## src/hw/rtl/lz_gamma_stream_decompressor_assert.svh

```systemverilog
// assertion macros shared by the decompressor rtl
// no dependencies; included by the top level
`ifndef LZ_GAMMA_STREAM_DECOMPRESSOR_ASSERT_SVH
`define LZ_GAMMA_STREAM_DECOMPRESSOR_ASSERT_SVH

// antecedent implies consequent in the same cycle, disabled in reset
`define LZG_ASSERT_IMP(label, clk, rst_n, ante, cons) \
  label: assert property (@(posedge clk) disable iff (!rst_n) (ante) |-> (cons)) \
    else $error("assertion failed");

// condition never holds outside reset
`define LZG_ASSERT_NEVER(label, clk, rst_n, cond) \
  label: assert property (@(posedge clk) disable iff (!rst_n) !(cond)) \
    else $error("assertion failed");

`endif

```

## src/hw/rtl/lzg_pkg.sv

```systemverilog
// shared types and constants of the lz gamma stream decompressor
// no dependencies
`timescale 1ns / 1ps

package lzg_pkg;

  localparam int WIN_DEPTH = 32768;
  localparam int WIN_AW    = $clog2(WIN_DEPTH);
  localparam int END_CODE  = 256;
  localparam int MAX_BURST = 64;
  localparam int RES_CAP   = 64;
  localparam int CNT_W     = 17;
  localparam int BURST_W   = 7;
  localparam int RES_W     = 7;
  localparam int GAMMA_LIM = 65535;

  typedef enum logic [3:0] {
    PH_LIT_STOP, PH_LIT_DATA, PH_LITERALS, PH_AFTER_LIT, PH_CMD,
    PH_OFS_STOP, PH_OFS_DATA, PH_OFS_LOW, PH_LEN_STOP, PH_LEN_DATA,
    PH_REP_STOP, PH_REP_DATA, PH_COPY, PH_DONE, PH_ERROR
  } phase_t;

  typedef enum logic [1:0] {
    ST_DATA = 2'd0,
    ST_END  = 2'd1,
    ST_ERR  = 2'd2
  } rstat_t;

  typedef enum logic [3:0] {
    CMD_NONE, CMD_START, CMD_BIT, CMD_TO_CMD, CMD_RD_FIRST, CMD_RD,
    CMD_WR, CMD_FAIL, CMD_FINISH
  } cmd_t;

  typedef struct packed {
    logic term;
    logic copy;
    logic brk;
    logic ended;
    logic copy_nz;
    logic res_ok;
    logic burst_ok;
    logic skip;
    logic hold_v;
    logic out_free;
  } sts_t;

endpackage

```

## src/hw/rtl/lzg_ctrl.sv

```systemverilog
// sequencer: walks the bit loop, copy bursts and result drain per beat
// depends on lzg_pkg
`timescale 1ns / 1ps

module lzg_ctrl
  import lzg_pkg::*;
(
  input  logic clk,
  input  logic rst_n,
  input  logic in_valid,
  output logic in_ready,
  input  sts_t sts,
  output cmd_t cmd
);

  typedef enum logic [2:0] {
    S_IDLE, S_RUN, S_COPY_WR, S_COPY_LOOP, S_FINISH
  } state_t;

  state_t st_r, st_nxt;
  logic   in_ready_r;
  logic   can_step;

  assign can_step = !sts.hold_v || sts.out_free;

  always_comb begin
    cmd    = CMD_NONE;
    st_nxt = st_r;
    case (st_r)
      S_IDLE: begin
        if (in_valid) begin
          cmd    = CMD_START;
          st_nxt = sts.skip ? S_FINISH : S_RUN;
        end
      end
      S_RUN: begin
        if (can_step) begin
          if (sts.term) begin
            st_nxt = S_FINISH;
          end else if (sts.copy) begin
            if (sts.copy_nz && sts.res_ok) begin
              cmd    = CMD_RD_FIRST;
              st_nxt = S_COPY_WR;
            end else if (sts.copy_nz) begin
              st_nxt = S_FINISH;
            end else begin
              cmd = CMD_TO_CMD;
            end
          end else if (sts.brk) begin
            if (sts.ended) cmd = CMD_FAIL;
            st_nxt = S_FINISH;
          end else begin
            cmd = CMD_BIT;
          end
        end
      end
      S_COPY_WR: begin
        if (can_step) begin
          cmd    = CMD_WR;
          st_nxt = S_COPY_LOOP;
        end
      end
      S_COPY_LOOP: begin
        if (sts.copy_nz && sts.res_ok && sts.burst_ok) begin
          cmd    = CMD_RD;
          st_nxt = S_COPY_WR;
        end else if (sts.copy_nz) begin
          st_nxt = S_FINISH;
        end else begin
          cmd    = CMD_TO_CMD;
          st_nxt = S_RUN;
        end
      end
      S_FINISH: begin
        if (can_step) begin
          cmd    = CMD_FINISH;
          st_nxt = S_IDLE;
        end
      end
      default: st_nxt = S_IDLE;
    endcase
  end

  always_ff @(posedge clk) begin
    if (!rst_n) begin
      st_r       <= S_IDLE;
      in_ready_r <= 1'b1;
    end else begin
      st_r       <= st_nxt;
      in_ready_r <= (st_nxt == S_IDLE);
    end
  end

  assign in_ready = in_ready_r;

endmodule

```

## config.mk

```make
export PLATFORM = sky130hd
export DESIGN_NAME = lzg_ctrl
export DESIGN_NICKNAME = d
export VERILOG_FILES = /design/src/hw/rtl/lz_gamma_stream_decompressor_assert.svh /design/src/hw/rtl/lzg_pkg.sv /design/src/hw/rtl/lzg_ctrl.sv
export SDC_FILE = /design/constraint.sdc
export NUM_CORES = 1
export LEC_CHECK = 0
export BUFFER_PORTS_ARGS = -buffer_cell sky130_fd_sc_hd__buf_2
export CORE_AREA = 8 8 45 47
export DETAILED_ROUTE_END_ITERATION = 12
export DIE_AREA = 0 0 53 55
export HOLD_SLACK_MARGIN = 0.12
export PLACE_DENSITY = 0.62
export SKIP_LAST_GASP = 1
export SLEW_MARGIN = 30
export SYNTH_ARGS = -nofsm -noshare
export SYNTH_HDL_FRONTEND = slang
export SYNTH_SLANG_ARGS = --single-unit
```

## constraint.sdc

```tcl
create_clock -name clk -period 1.35 [get_ports clk]
set_input_delay 0.0675 -clock clk [delete_from_list [all_inputs] [get_ports clk]]
set_output_delay 0.0675 -clock clk [all_outputs]
set_load 0.01 [all_outputs]
```

==> results, run 1 <==
- In the final layout, the share of cells above drive strength 1 is 46.1%.
- After clock tree synthesis, the clock-pin slew on the worst setup and hold paths is approximately 0.040 ns.
- The utilization of the core after routing is slightly below 40%.
- The reported max-cap violation count is 0.
- The initial antenna violation count is 0.
- The final max-slew violation count was 0.
- The repair_antennas step left the layout with diodes totalling 0.
- The first-pass iteration count of the detailed router is 4.
- The worst setup margin is -0.186 ns.
- In the final routed layout, each cell accounts on average for between 10 and 15 um.
- The final critical-path share of the clock period is 114%.
- The signed area change from the synthesized netlist to the final layout is 49.5%.
- The leakage power is ~0.23 nW.
- The part of the Yosys area used for sequential elements is 21.8%.
- Counting cells, the worst reg-to-reg path comes to 5.
- Routability-driven placement finished with a final weighted congestion of around 0.78.
- Setup repair after global routing could not meet its margin everywhere.
- The summed area of non-filler cells in the final layout is about 550 um^2.
- The maximum ir drop on the vdd rail is between 0.4 and 0.5 mV.
- The flow ran to the end, but the final reports show violations.
- The post-synthesis net count is 63.
- The clock arrives with about 0.0013 ns of skew.
- The worst slew slack as a fraction of its limit is between 70% and 80%.
- The net total in the final layout is around 90.
- The worst setup path is of the reg2out kind.
- The number of vias per cell after detailed routing is slightly below 5.
- For this block, the initial DRC count from the detailed router was 11.
- The half-perimeter wire length after placement is around 940 um.
- Data on the critical path is required at its endpoint by between 1 and 1.5 ns.
- The post-placement setup slack is -0.0185 ns.
- The clock tree root driver cell is sky130_fd_sc_hd__clkbuf_4.
- The die covers ~2900 um^2.
- The final-report hold violation count was 0.
- The clock passes through at most 2 buffers.
- The hold path depth is 3.
- The average size of a mapped cell is about 7.3 um^2.
- Setup violations remaining at the end of the flow were counted as 3.
- Summing internal, switching and leakage power gives 0.395 mW.
- The post-detailed-routing wire length is 1170 um.
- For this run, the number of standard cells in the final layout without fillers is 92.
- The later-pin clock latency in the skew report is ~0.23 ns.
- The fraction of post-synthesis cell area in the top cell type by area is a little over a fifth.
- In this run the worst path has a maximum fanout of 5.
- The total of hold buffers inserted after clock tree synthesis is 0.
- For this run the aggregate overflow at the end of global routing stands at 0.
- Once the floorplan was initialized, standard cells occupied a little over a quarter of the core.
- The power density relative to cell area is between 700 and 800 nW/um^2.
- The cell area that synthesis handed to floorplanning was ~370 um^2.
- In this run, synthesis produced a sequential element count of 4.
- Sorting the synthesized cells by area gives the leading types as sky130_fd_sc_hd__dfxtp_1, sky130_fd_sc_hd__nand2_1, sky130_fd_sc_hd__nand3_1.
- The number of global-route vias before repair was about 420.
- Of all cell types, the one taking the most synthesized area is sky130_fd_sc_hd__dfxtp_1.
- The smallest clock period supported by the final layout is computed as between 1.5 and 2 ns.
- The first global-routing pass estimated between 1500 and 2000 um of wire.
- The TritonCTS clock tree is built.
- The placed standard-cell area is 502 um^2.
- The count of input and output buffers is 17.
- CTS built an H-tree with a depth of 1.
- After synthesis, the netlist uses 29 different library cells.
- The core outline area is 1380 um^2.
- Entering global routing, the biggest net connects 9 pins.
- The final reports fail on negative setup slack.
- The number of sinks handled by clock tree synthesis is 4.
- In this run the horizontal extent of the chip is around 53 um.
- The count of nets left with antenna violations once routing finished came out at 0.
- Buffers inserted during clock tree synthesis total 3.
- The standard-cell row count is 14.
- STA classifies the critical path endpoint as an output pin.
- The startpoint type of the worst setup path is a flop.
- In the global route stage, overall resource usage came out at 7.86%.
- For the worst setup path, the data arrival time is 1.47 ns.
- Counting tap cells, the placed design contains a total of 87 instances.
- Yosys printed 0 warnings.
- The fmax is between 600 and 700 MHz.
- The height of the die is about 55 um.
- The worst-margin pin slew is between 0.3 and 0.4 ns.
- The aggregate negative setup slack is -0.536 ns.
- For this run, design rule violations remaining after detail routing come to 0.
- The number of top-level pins is 18.
- The worst hold slack is between 0.2 and 0.25 ns.
- The worst hold-check path type is in2reg.
- In the synthesized netlist, the number of instances is 50.
- Summing over every cut layer, the via total after detailed routing is ~450.
==> metal layers <==
layer / global-route usage (%) / vias to the layer above / routed length (um)
li1: - / 237 / -
met1: 8.17 / 203 / 459
met2: 12.9 / 8 / 632
met3: 2.41 / 0 / 77
met4: 6.47 / 0 / 0
met5: 0 / - / 0
==> layout by cell type, fill, tap and decap left out <==
master and instances:
sky130_fd_sc_hd__buf_2 17, sky130_fd_sc_hd__nand2_1 7, sky130_fd_sc_hd__buf_4 7, sky130_fd_sc_hd__nand3_1 4
sky130_fd_sc_hd__nor2b_1 3, sky130_fd_sc_hd__a21oi_1 3, sky130_fd_sc_hd__clkbuf_4 3, sky130_fd_sc_hd__nand2b_1 2
sky130_fd_sc_hd__inv_1 2, sky130_fd_sc_hd__o21ai_0 2, sky130_fd_sc_hd__o21ai_1 2, sky130_fd_sc_hd__nor2_1 2
sky130_fd_sc_hd__a31oi_2 2, sky130_fd_sc_hd__dfxtp_1 2, sky130_fd_sc_hd__dfxtp_2 2, sky130_fd_sc_hd__and2b_4 1
sky130_fd_sc_hd__nor3b_4 1, sky130_fd_sc_hd__or2_1 1, sky130_fd_sc_hd__nand4b_1 1, sky130_fd_sc_hd__o22a_1 1
sky130_fd_sc_hd__o21a_1 1, sky130_fd_sc_hd__o21ai_2 1, sky130_fd_sc_hd__o211ai_1 1, sky130_fd_sc_hd__and3_1 1
sky130_fd_sc_hd__o22ai_1 1, sky130_fd_sc_hd__nor3b_1 1, sky130_fd_sc_hd__a21o_1 1, sky130_fd_sc_hd__a211o_1 1
sky130_fd_sc_hd__nand4_1 1, sky130_fd_sc_hd__a21oi_2 1, sky130_fd_sc_hd__nor3_1 1
==> registers in the layout (all words and copies together) (netlist names) <==
register,cells
st_r,3
in_ready,1
==> cells in the mapped netlist <==
| library cell | instances |
|---|---|
| sky130_fd_sc_hd__nand2_1 | 7 |
| sky130_fd_sc_hd__dfxtp_1 | 4 |
| sky130_fd_sc_hd__nand3_1 | 4 |
| sky130_fd_sc_hd__a21oi_1 | 3 |
| sky130_fd_sc_hd__nor2b_1 | 3 |
| sky130_fd_sc_hd__inv_1 | 2 |
| sky130_fd_sc_hd__nand2b_1 | 2 |
| sky130_fd_sc_hd__nor2_1 | 2 |
| sky130_fd_sc_hd__o21ai_0 | 2 |
| sky130_fd_sc_hd__o21ai_1 | 2 |
| sky130_fd_sc_hd__a211o_1 | 1 |
| sky130_fd_sc_hd__a21o_1 | 1 |
| sky130_fd_sc_hd__a21oi_2 | 1 |
| sky130_fd_sc_hd__a31oi_1 | 1 |
| sky130_fd_sc_hd__a31oi_2 | 1 |
| sky130_fd_sc_hd__and2b_4 | 1 |
| sky130_fd_sc_hd__and3_1 | 1 |
| sky130_fd_sc_hd__buf_4 | 1 |
| sky130_fd_sc_hd__nand4_1 | 1 |
| sky130_fd_sc_hd__nand4b_1 | 1 |
| sky130_fd_sc_hd__nor3_1 | 1 |
| sky130_fd_sc_hd__nor3b_1 | 1 |
| sky130_fd_sc_hd__nor3b_4 | 1 |
| sky130_fd_sc_hd__o211ai_1 | 1 |
| sky130_fd_sc_hd__o21a_1 | 1 |
| sky130_fd_sc_hd__o21ai_2 | 1 |
| sky130_fd_sc_hd__o22a_1 | 1 |
| sky130_fd_sc_hd__o22ai_1 | 1 |
| sky130_fd_sc_hd__or2_1 | 1 |
==> logic make-up after synthesis <==
logic type	share of synthesized area, %
compound gates	32.1
simple gates	42.0
buf+inv	4.10
flops	21.8
==> final cells by class <==
cell class              count  area (um^2)
well taps                  16         20.0
flip-flops and latches      4         82.6
multi-input cells          43          278
fillers                   147          836
repair buffers             24          138
clock buffers               3         22.5
inverters                   2         7.51
==> what timing repair did <==
item                                   4_1_cts  5_1_grt
setup endpoints to repair                    3        4
endpoints found under the hold margin        0        0
pin swaps                                    2        2
resized for setup                            2        1
buffers inserted                             2        0
==> final timing paths <==
kind	slack, ns	endpoint	from
worst max register to register	0.04	in_ready	st_r[0]
worst max-delay path	-0.19	cmd[2]	st_r[2]
worst min register to register	0.72	st_r[2]	st_r[2]
worst min-delay path	0.23	st_r[0]	in_valid
==> where the power goes <==
part / switching, mW / internal (mW)
logic: 0.0591 / 0.0589
clock network: 0.0443 / 0.0991
registers: 0.00549 / 0.128
==> critical path, stage by stage, from the launching register on <==
cell and delay [ns]:
sky130_fd_sc_hd__dfxtp_2 0.34, sky130_fd_sc_hd__nor3b_4 0.20, sky130_fd_sc_hd__nand2_1 0.08, sky130_fd_sc_hd__or2_1 0.23, sky130_fd_sc_hd__o21a_1 0.20, sky130_fd_sc_hd__o21ai_2 0.05
sky130_fd_sc_hd__buf_2 0.14
Power figures use the tool's default switching activity.
==> run 2, diff against run 1 <==
--- a/config.mk
+++ b/config.mk
@@ -10,4 +10,5 @@
 export DETAILED_ROUTE_END_ITERATION = 12
 export DIE_AREA = 0 0 53 55
+export GPL_TIMING_DRIVEN = 0
 export HOLD_SLACK_MARGIN = 0.12
 export PLACE_DENSITY = 0.62
==> constraint.sdc (replaced) <==
create_clock -name clk -period 1.35 [get_ports clk]
set_input_delay 0 -clock clk [delete_from_list [all_inputs] [get_ports clk]]
set_output_delay 0 -clock clk [all_outputs]
set_load 0.01 [all_outputs]
==> run 2 against run 1 <==
Compared with the run above:
- the flow still finishes with violations (negative setup slack)
- cell area is 4.3% higher
- critical endpoint unchanged
- via count up 8.9%
- clock skew is 0.0033 ns higher
- highest routed layer is now met4
==> results, run 2 (same netlist as run 1, synthesis figures left out) <==
- The final weighted congestion in routability-driven placement is 0.742 (-5.3%).
- The minimum setup slack among reg-to-reg paths was 0.04 ns (about the same).
- The width of the die is 53 um (unchanged).
- The average routed wire per standard cell is 13.4 um (+5.4%).
- The number of inserted diodes is 0 (unchanged).
- The worst-margin pin slew came to 0.344 ns (-0.0388 ns).
- The half-perimeter wire length after placement came to 826 um (-12%).
- The TritonCTS clock tree is built.
- The global-route wire length before repair is 1770 um (+3.6%).
- The arrival time of the worst setup path is 1.49 ns (+0.02 ns).
- The required time reported for the critical path endpoint is 1.35 ns (+0.07 ns).
- The worst slew slack as a fraction of its limit came to 77.0% (+2.7 points).
- The register area came to 86.3 um^2 (+4.5%).
- The number of vias per cell after detailed routing came to 5.42 (+11%).
- In this run the clock root is driven by a sky130_fd_sc_hd__clkbuf_4.
- The detailed-route via count is 488 (+8.9%).
- The standard-cell row count is 14 (unchanged).
- The hold path depth is 3 (unchanged).
- The pin count of the biggest net entering global routing is 9 (unchanged).
- The aggregate negative setup slack is -0.400 ns (+0.136 ns).
- The core outline area is 1380 um^2 (unchanged).
- The iteration-0 DRC count of the detailed router is 10 (-1).
- The post-detailed-route DRC marker count was 0 (unchanged).
- The initial antenna violation count is 0 (unchanged).
- The number of buffers on the longest clock path is 2 (unchanged).
- The number of global-route vias before repair is 470 (+13%).
- Setup repair after global routing could not meet its margin everywhere.
- The worst hold-check path type is in2reg.
- The number of sinks handled by clock tree synthesis came to 4 (unchanged).
- The flip-flop count of the largest register after layout is 3 (unchanged).
- The leakage power came to 0.229 nW (-1.2%).
- The depth of the most critical reg-to-reg path was 6 (+1).
- Leaving out fill and tap cells, the most frequent cell in the layout is sky130_fd_sc_hd__buf_2.
- The number of nets with antenna violations after detailed routing is 0 (unchanged).
- The reported max-cap violation count is 0 (unchanged).
- The final-report hold violation count is 0 (unchanged).
- The multi-input combinational cell area came to 310 um^2 (+12%).
- The post-detailed-routing wire length was 1210 um (+3.1%).
- The final critical-path share of the clock period came to 111% (-3.0 points).
- The peak fanout along the critical path was 5 (unchanged).
- The final period demand of the worst path was 1.49 ns (-0.0406 ns).
- The worst setup path is launched from a flop.
- The setup violation total in the final timing report is 3 (unchanged).
- The overall overflow remaining after global route is 0 (unchanged).
- The category of the critical setup timing path is reg2out.
- The fmax is 669 MHz (+2.7%).
- The number of inserted filler cells in the final layout is 143 (-2.7%).
- The largest register by flop count is st_r.
- The total global routing track utilization was 8.14% (+0.28 points).
- The later-pin clock latency in the skew report was 0.23 ns (about the same).
- The library cells used most frequently in the layout, excluding fill and tap cells, are sky130_fd_sc_hd__buf_2, sky130_fd_sc_hd__nand2_1, sky130_fd_sc_hd__buf_4.
- The height of the die came to 55 um (unchanged).
- The net total in the final layout is 89 (-2.2%).
- The post-placement setup slack is -0.0199 ns (-0.00134 ns).
- The floorplan die area was 2920 um^2 (unchanged).
- The share of layout cells above drive strength 1 is 51.4% (+5.3 points).
- The endpoint of the worst hold path is st_r[0].
- The checks that failed: negative setup slack.
- The category of the worst setup path capture point is an output pin.
- The endpoint identified for the worst register-to-register timing path is in_ready.
- The signed area change from the synthesized netlist to the final layout is 56.0%.
- The final max-slew violation count came to 0 (unchanged).
- The worst-case clock skew was 0.00454 ns (+0.00325 ns).
- The flow ran to the end, but the final reports show violations.
- The maximum ir drop on the vdd rail is 0.376 mV (-18%).
- The power density relative to cell area came to 705 nW/um^2 (-2.1%).
- The number of buffers created by CTS is 3 (unchanged).
- The count of input and output buffers is 17 (unchanged).
- The CTS clock-pin slew for the worst setup and hold paths is 0.04 ns (about the same).
- The starting utilization of the core area is 26.5% (unchanged).
- The worst setup margin was -0.145 ns (+0.0406 ns).
- The first-pass iteration count of the detailed router was 4 (unchanged).
- The startpoint identified for the worst hold timing path is in_valid.
- The number of top-level pins was 18 (unchanged).
- The startpoint identified for the worst register-to-register timing path is st_r[2].
- The depth of the CTS H-tree is 1 (unchanged).
run 2: cell types whose count changed in the layout (fill, tap and decap cells not counted), sizes merged:
| cell | change |
|---|---|
| buf | -3 |
| dlygate4sd3 | +1 |
run 2: metrics by stage:
stage | std cells | cell area, um^2 | utilization, % | hold WS [ns] | power (mW)
after global placement | 83 | 472 | 34.1 | 0.358 | 0.234
after detailed placement | 83 | 472 | 34.1 | 0.370 | 0.235
after floorplan | 50 | 367 | - | 0.186 | 0.193
after global routing | 90 | 572 | 41.3 | 0.151 | 0.427
final | 90 | 572 | 41.3 | 0.127 | 0.403
after CTS | 89 | 529 | 38.2 | 0.122 | 0.395
run 2: layout make-up:
class                           instances  share of cell area, %
Multi-Input combinational cell         43                   54.3
Sequential cell                         4                   15.1
Clock buffer                            3                   3.94
Inverter                                2                   1.31
Tap cell                               16                   3.50
Timing Repair Buffer                   22                   21.9
run 2: how the worst max path moves through the flow:
stage,startpoint,to,cells past startpoint
after floorplan,st_r[0],in_ready,6
after global routing,st_r[2],cmd[1],6
final,st_r[2],cmd[2],6
after detailed placement,st_r[0],cmd[2],7
after global placement,st_r[0],cmd[2],7
after CTS,st_r[0],cmd[2],7
run 2: worst max-delay path, stage by stage (launching register included):
cell and delay (ns):
sky130_fd_sc_hd__dfxtp_4 0.36, sky130_fd_sc_hd__nor3b_4 0.21, sky130_fd_sc_hd__nand2_1 0.08, sky130_fd_sc_hd__or2_1 0.22
sky130_fd_sc_hd__o21a_1 0.19, sky130_fd_sc_hd__o21ai_2 0.06, sky130_fd_sc_hd__buf_2 0.14
run 2: routing by layer:
| metal | GRT usage (%) | vias to the layer above | wire length, um |
|---|---|---|---|
| met4 | 9.48 | 0 | 50 |
| li1 | - | 234 | - |
| met1 | 6.98 | 228 | 412 |
| met2 | 13.9 | 20 | 631 |
| met3 | 2.67 | 6 | 112 |
| met5 | 0 | - | 0 |
run 2: timing repair:
action | CTS | global route
setup endpoints to repair | 3 | 6
gates resized for setup | 4 | 8
hold buffers | 0 | 1
endpoints found under the hold margin | 0 | 2
pin swaps | 4 | 3
setup buffers | 3 | 2
run 2: power breakdown:
group / total [mW] / internal (mW) / switching [mW]
sequential: 0.134 / 0.127 / 0.00639
clock: 0.143 / 0.0991 / 0.0439
combinational: 0.126 / 0.0612 / 0.0652
total: 0.403 / 0.287 / 0.116
